`src/fpsr_pkg.sv`:
```
package fpsr_pkg;

   // Width of the signed radicand; the sign is its top bit
   localparam int RADICAND_BITS = 32;
   // Width of the fraction bit count field
   localparam int FRAC_WIDTH    = 5;
   localparam int FRAC_MAX      = (1 << FRAC_WIDTH) - 1;
   // Width of the result root field
   localparam int ROOT_WIDTH    = 31;
   localparam logic [FRAC_WIDTH-1:0] FRAC_RESET = FRAC_WIDTH'(16);

   // Magnitude bits shifted up by the largest fraction count
   localparam int SCALED_BITS   = RADICAND_BITS - 1 + FRAC_MAX;
   // One root digit per pair of scaled radicand bits
   localparam int STEPS         = (SCALED_BITS + 1) / 2;
   localparam int RAD_BITS      = 2 * STEPS;
   localparam int REM_BITS      = STEPS + 2;

   typedef struct packed {
      logic                neg;
      logic [RAD_BITS-1:0] rad;
      logic [REM_BITS-1:0] rem;
      logic [STEPS-1:0]    root;
   } stage_type;

   typedef struct packed {
      logic [ROOT_WIDTH-1:0] root;
      logic                  negative_error;
   } result_type;

endpackage

```
`src/fpsr_digit_stage.sv`:
```
module fpsr_digit_stage
   import fpsr_pkg::*;
(
   input  logic      clock,
   input  logic      reset,
   input  logic      advance,
   input  logic      prev_valid,
   input  stage_type prev,
   output logic      this_valid,
   output stage_type this_stage
);

   logic                valid_ff;
   stage_type           data_ff;
   stage_type           data_in;
   logic [REM_BITS-1:0] rem_shift;
   logic [REM_BITS-1:0] trial;
   logic [REM_BITS:0]   diff;

   // One restoring root digit: bring down two bits, try root*4+1
   always_comb begin
      rem_shift = {prev.rem[STEPS-1:0], prev.rad[RAD_BITS-1 -: 2]};
      trial     = {prev.root, 2'b01};
      diff      = {1'b0, rem_shift} - {1'b0, trial};
      data_in.neg = prev.neg;
      data_in.rad = {prev.rad[RAD_BITS-3:0], 2'b00};
      if (!diff[REM_BITS]) begin
         data_in.rem  = diff[REM_BITS-1:0];
         data_in.root = {prev.root[STEPS-2:0], 1'b1};
      end else begin
         data_in.rem  = rem_shift;
         data_in.root = {prev.root[STEPS-2:0], 1'b0};
      end
   end

   always_ff @(posedge clock) begin
      if (reset) begin
         valid_ff <= 1'b0;
      end else if (advance) begin
         valid_ff <= prev_valid;
      end
   end

   always_ff @(posedge clock) begin
      if (advance) begin
         data_ff <= data_in;
      end
   end

   assign this_valid = valid_ff;
   assign this_stage = data_ff;

endmodule

```
`config.mk`:
```
export PLATFORM = sky130hd
export DESIGN_NAME = fpsr_digit_stage
export DESIGN_NICKNAME = d
export VERILOG_FILES = /design/src/fpsr_pkg.sv /design/src/fpsr_digit_stage.sv
export SDC_FILE = /design/constraint.sdc
export NUM_CORES = 1
export LEC_CHECK = 0
export BUFFER_PORTS_ARGS = -buffer_cell sky130_fd_sc_hd__buf_2
export CAP_MARGIN = 20
export CORE_UTILIZATION = 52
export DETAILED_ROUTE_END_ITERATION = 10
export PLACE_DENSITY = 0.93
export SLEW_MARGIN = 20
export SYNTH_ARGS = -nofsm -noshare
export SYNTH_HDL_FRONTEND = slang
export SYNTH_SLANG_ARGS = --single-unit
```
`constraint.sdc`:
```
create_clock -name clock -period 6.8 [get_ports clock]
set_input_delay 0.34 -clock clock [delete_from_list [all_inputs] [get_ports clock]]
set_output_delay 0.34 -clock clock [all_outputs]
set_load 0.02 [all_outputs]
```
# Word level (Yosys, flattened, before mapping)
# Index checks and enable logic that the tools add are counted.
# W data, S select, Z words.
dict set report op_classes {
  eq_ne 0
  order_cmp 0
  shifts 0
  addsub 1
  n_mux 1
  reduce_logical 0
  bitwise 0
  n_div 0
  n_mul 0
}
# op count
set ops {}
lappend ops {{$mux W64} 1}
lappend ops {{$sub A33 B33 Y34} 1}
dict set report word_totals {
  ramBits 0
  reg_bits 126
  input_bits 131
  latchBits 0
  word_cells 7
  output_inout_bits 128
  mem_bits_ro 0
  memories 0
}

# Logic depth before layout (Yosys ltp)
dict set report depth {
  word_depth 2
  mapped_depth 14
  ltp_nobuf 11
}

# Worst setup path after synthesis
# No wires, ideal clock.
dict set report synth_timing {
  path_type {input -> register}
  start {in prev[13] in the netlist's numbering}
  end {reg data_ff, in the netlist this_stage[51], data pin}
  cell_stages 13
  arrival_ns 2.427
  setup_time_ns 0.260
  n_path_buf 2
  required_time_ns 6.540
  setup_slack_ns 4.113
  cell_sequence {inv_1 -> ha_1 -> buf_6 -> and3_1 -> a221oi_2 -> nor2_1 -> or3_1 -> o21ai_2 -> a21bo_1 -> o21ba_2 -> buf_4 -> inv_2 -> mux2_4}
}
# element line_no
set synth_rtl {}
lappend synth_rtl {{start, declared} fpsr_digit_stage.sv:8} ;# input stage_type prev,
lappend synth_rtl {{end signal, assigned} fpsr_digit_stage.sv:46} ;# data_ff <= data_in;
lappend synth_rtl {{end, declared} fpsr_digit_stage.sv:14} ;# stage_type data_ff;

==> flow_metrics.tcl <==
set metrics [dict create \
    critPathSlowestCell "buf_4" \
    post-place-ws_ns 3.23 \
    p_per_area_nw_per_um2 300 \
    grt_use_total 0.291 \
    fin_skew_ns 0 \
    synth_edf_count 125 \
    finalPower_uw 2400 \
    seqPwrFrac 0.402 \
    hold_buffers 0 \
    cts.reportedPaths.clkPinSlew_ns 0.05 \
    slowest_delay_ns 0.49 \
    r2r_start "this_valid" \
    min_from "reset" \
    die_area_um2 12000 \
    drive_gt1_frac 0.391 \
    num-fill-cells 720 \
    viasPerCell 5.49 \
    switching_power_uw 647 \
    rows 38 \
    comb_power_share 0.195 \
    final_nets 908 \
    syn_to_final_growth_pct 32.9 \
    p_int_uw 1760 \
    start_util 0.545 \
    fin_crit_sh 0.473 \
    die_x_um 110 \
    maxSlewViolCount 0 \
    synth_cells 486 \
    crit_path_end_kind "register" \
    pwr-share-clk 0.404 \
    ir_worst_vdd_mv 0.259 \
    synthesis.area_um2 6040 \
    synth_top_area_frac 0.622 \
    yosysSeqAreaShare 0.625 \
    ff2ff_setup_slack_ns 6.21 \
    p_sw_frac 0.269 \
    ys.warnings.count 0 \
    cts_root_buf "clkbuf_16" \
    core_um2 11100 \
    cts_sinks 126 \
    cts_max_path_buffers 2 \
    fin_crit_ns 3.22 \
    cp_data_required_time_ns 7.05 \
    hold_path_depth 2 \
    grt_pass1_vias 4834 \
    layout_common_cells "buf_2 (253), edfxtp_1 (125), nand2_1 (58), inv_1 (39), o21ai_1 (33)" \
    max_slew_margin 0.310 \
    cts_buffers 17 \
    worst-path-max-fanout 42 \
    cts.repair.resized 0 \
    ys_ff_latch 126 \
    avgSynthCellArea_um2 12.4 \
    io_pins 259 \
    overflow 0 \
    outcome "complete, no violations" \
    antenna_found_initial 0 \
    insertion_delay_ns 0.42 \
    postCtsSetupBuffers 0 \
    grt_pass1_wl_um 25200 \
    ant_nets 0 \
    finalHoldViolCount 0 \
    wl_per_cell_um 19.2 \
    tns_ns 0 \
    holdCritPathClass "in -> reg" \
    synth_area_leader_cell "edfxtp_1" \
    crit_path_start_kind "input pin" \
    grt_max_degree 83 \
    worstSetupPathType "in -> reg" \
    drc 0 \
    gp_congestion 0.976 \
    numPortBuffers 254 \
    die-height_um 110 \
    synthDistinctLibCells 54 \
    r2r_cells 2 \
    first_pass_iters 7 \
    fin_ws_ns 3.58 \
    worst_pin_slew_ns 1.04 \
    layout_commonest_cell "buf_2" \
    critPathArrivalTime_ns 3.47 \
    leakagePower_uw 0.00365 \
    crit_chain "buf_2 -> inv_1 -> ha_1 -> and3_1 -> a221oi_2 -> nor2_1 -> or3_1 -> o21ai_2 -> a21bo_1 -> o21ba_2 -> buf_4 -> nand2_1 -> o21ai_1" \
    wirelength_um 17200 \
    first_iter_violations 409 \
    synthArstFlopShare 0 \
    final_core_util 0.724 \
    htree_levels 4 \
    ys.flop_type "edfxtp_1" \
    drv_cap 0 \
    r2r-end "this_valid" \
    grt_setup_unrepaired "false" \
    setup_viol 0 \
    dp_hpwl_um 12200 \
    cts_tree "yes" \
    max_freq_ghz 0.311 \
    min_to "this_valid" \
    vias 4934 \
    synth_area_leaders "edfxtp_1 (62%), ha_1 (6.6%), nand2_1 (3.6%)" \
]
-- sequential cells by signal, summed over array words and instances (netlist names) --
register / cells
this_valid: 1
this_stage: 125
-- metrics by stage --
stage	hold slack (ns)	std cells	area, um2
final	0.0712	898	8020
after global routing	0.0640	897	8020
after CTS	0.0642	897	8020
after detailed placement	0.508	866	7390
after global placement	0.476	866	7390
after floorplan	0.412	487	6040
-- cells by family after synthesis --
group | count (synthesis) | share of synthesized area
other | 1 | 0.000621
adder cells (fa/ha/maj) | 32 | 0.0663
XOR/XNOR | 31 | 0.0450
flip-flops | 126 | 0.625
AO/OA/AOI/OAI | 120 | 0.128
multiplexers | 3 | 0.00601
buffers and inverters | 57 | 0.0437
AND/OR/NAND/NOR | 116 | 0.0858
-- worst max-delay path by stage --
stage                           to  cells after the start  slack [ns]     start
finish              this_stage[60]                     13        3.58  prev[14]
global route        this_stage[40]                     12        3.43  prev[14]
CTS                 this_stage[60]                     12        3.64  prev[14]
detailed placement  this_stage[60]                     12        3.23  prev[14]
global placement    this_stage[62]                     12        3.34  prev[14]
floorplan           this_stage[51]                     13        4.11  prev[13]
-- worst max-delay path, delay by kind of cell --
family                   cells  cell delay (ns)
buffers and inverters        3             0.62
AND/OR/NAND/NOR              4             0.84
AO/OA/AOI/OAI                5             1.22
adder cells (fa/ha/maj)      1             0.42
-- cell usage after synthesis, drive strengths merged (10+ instances only) --
master / instances
o21ai: 46
inv: 40
xnor2: 17
nand3: 10
nand2: 58
buf: 14
ha: 32
nor2: 23
a21oi: 32
edfxtp: 125
a21o: 13
xor2: 14
-- cell type report --
cell class / instances / area (um2) / share of cell area
Timing Repair Buffer: 256 / 1290 / 0.161
Clock buffer: 20 / 437 / 0.0544
Multi-Input combinational cell: 304 / 2010 / 0.250
Sequential cell: 126 / 3770 / 0.470
Tap cell: 140 / 175 / 0.0218
Inverter: 40 / 150 / 0.0187
Clock inverter: 11 / 191 / 0.0239
Antenna cell: 1 / 2.50 / 0.000312
-- power by group through the flow --
stage                     clock (uW)  sequential [uW]  combinational, uW
after global placement             0              974                440
after floorplan                    0             1080                194
after global routing            1010              972                504
after CTS                        978              966                466
final                            970              965                468
after detailed placement           0              978                456
-- routing by layer --
| layer | global-route usage | share of wire |
|---|---|---|
| met1 | 0.313 | 0.35 |
| met2 | 0.498 | 0.52 |
| met3 | 0.0931 | 0.081 |
| met4 | 0.180 | 0.044 |
| met5 | 0 | 0 |
Note: power is estimated with default switching activity, not from simulation.
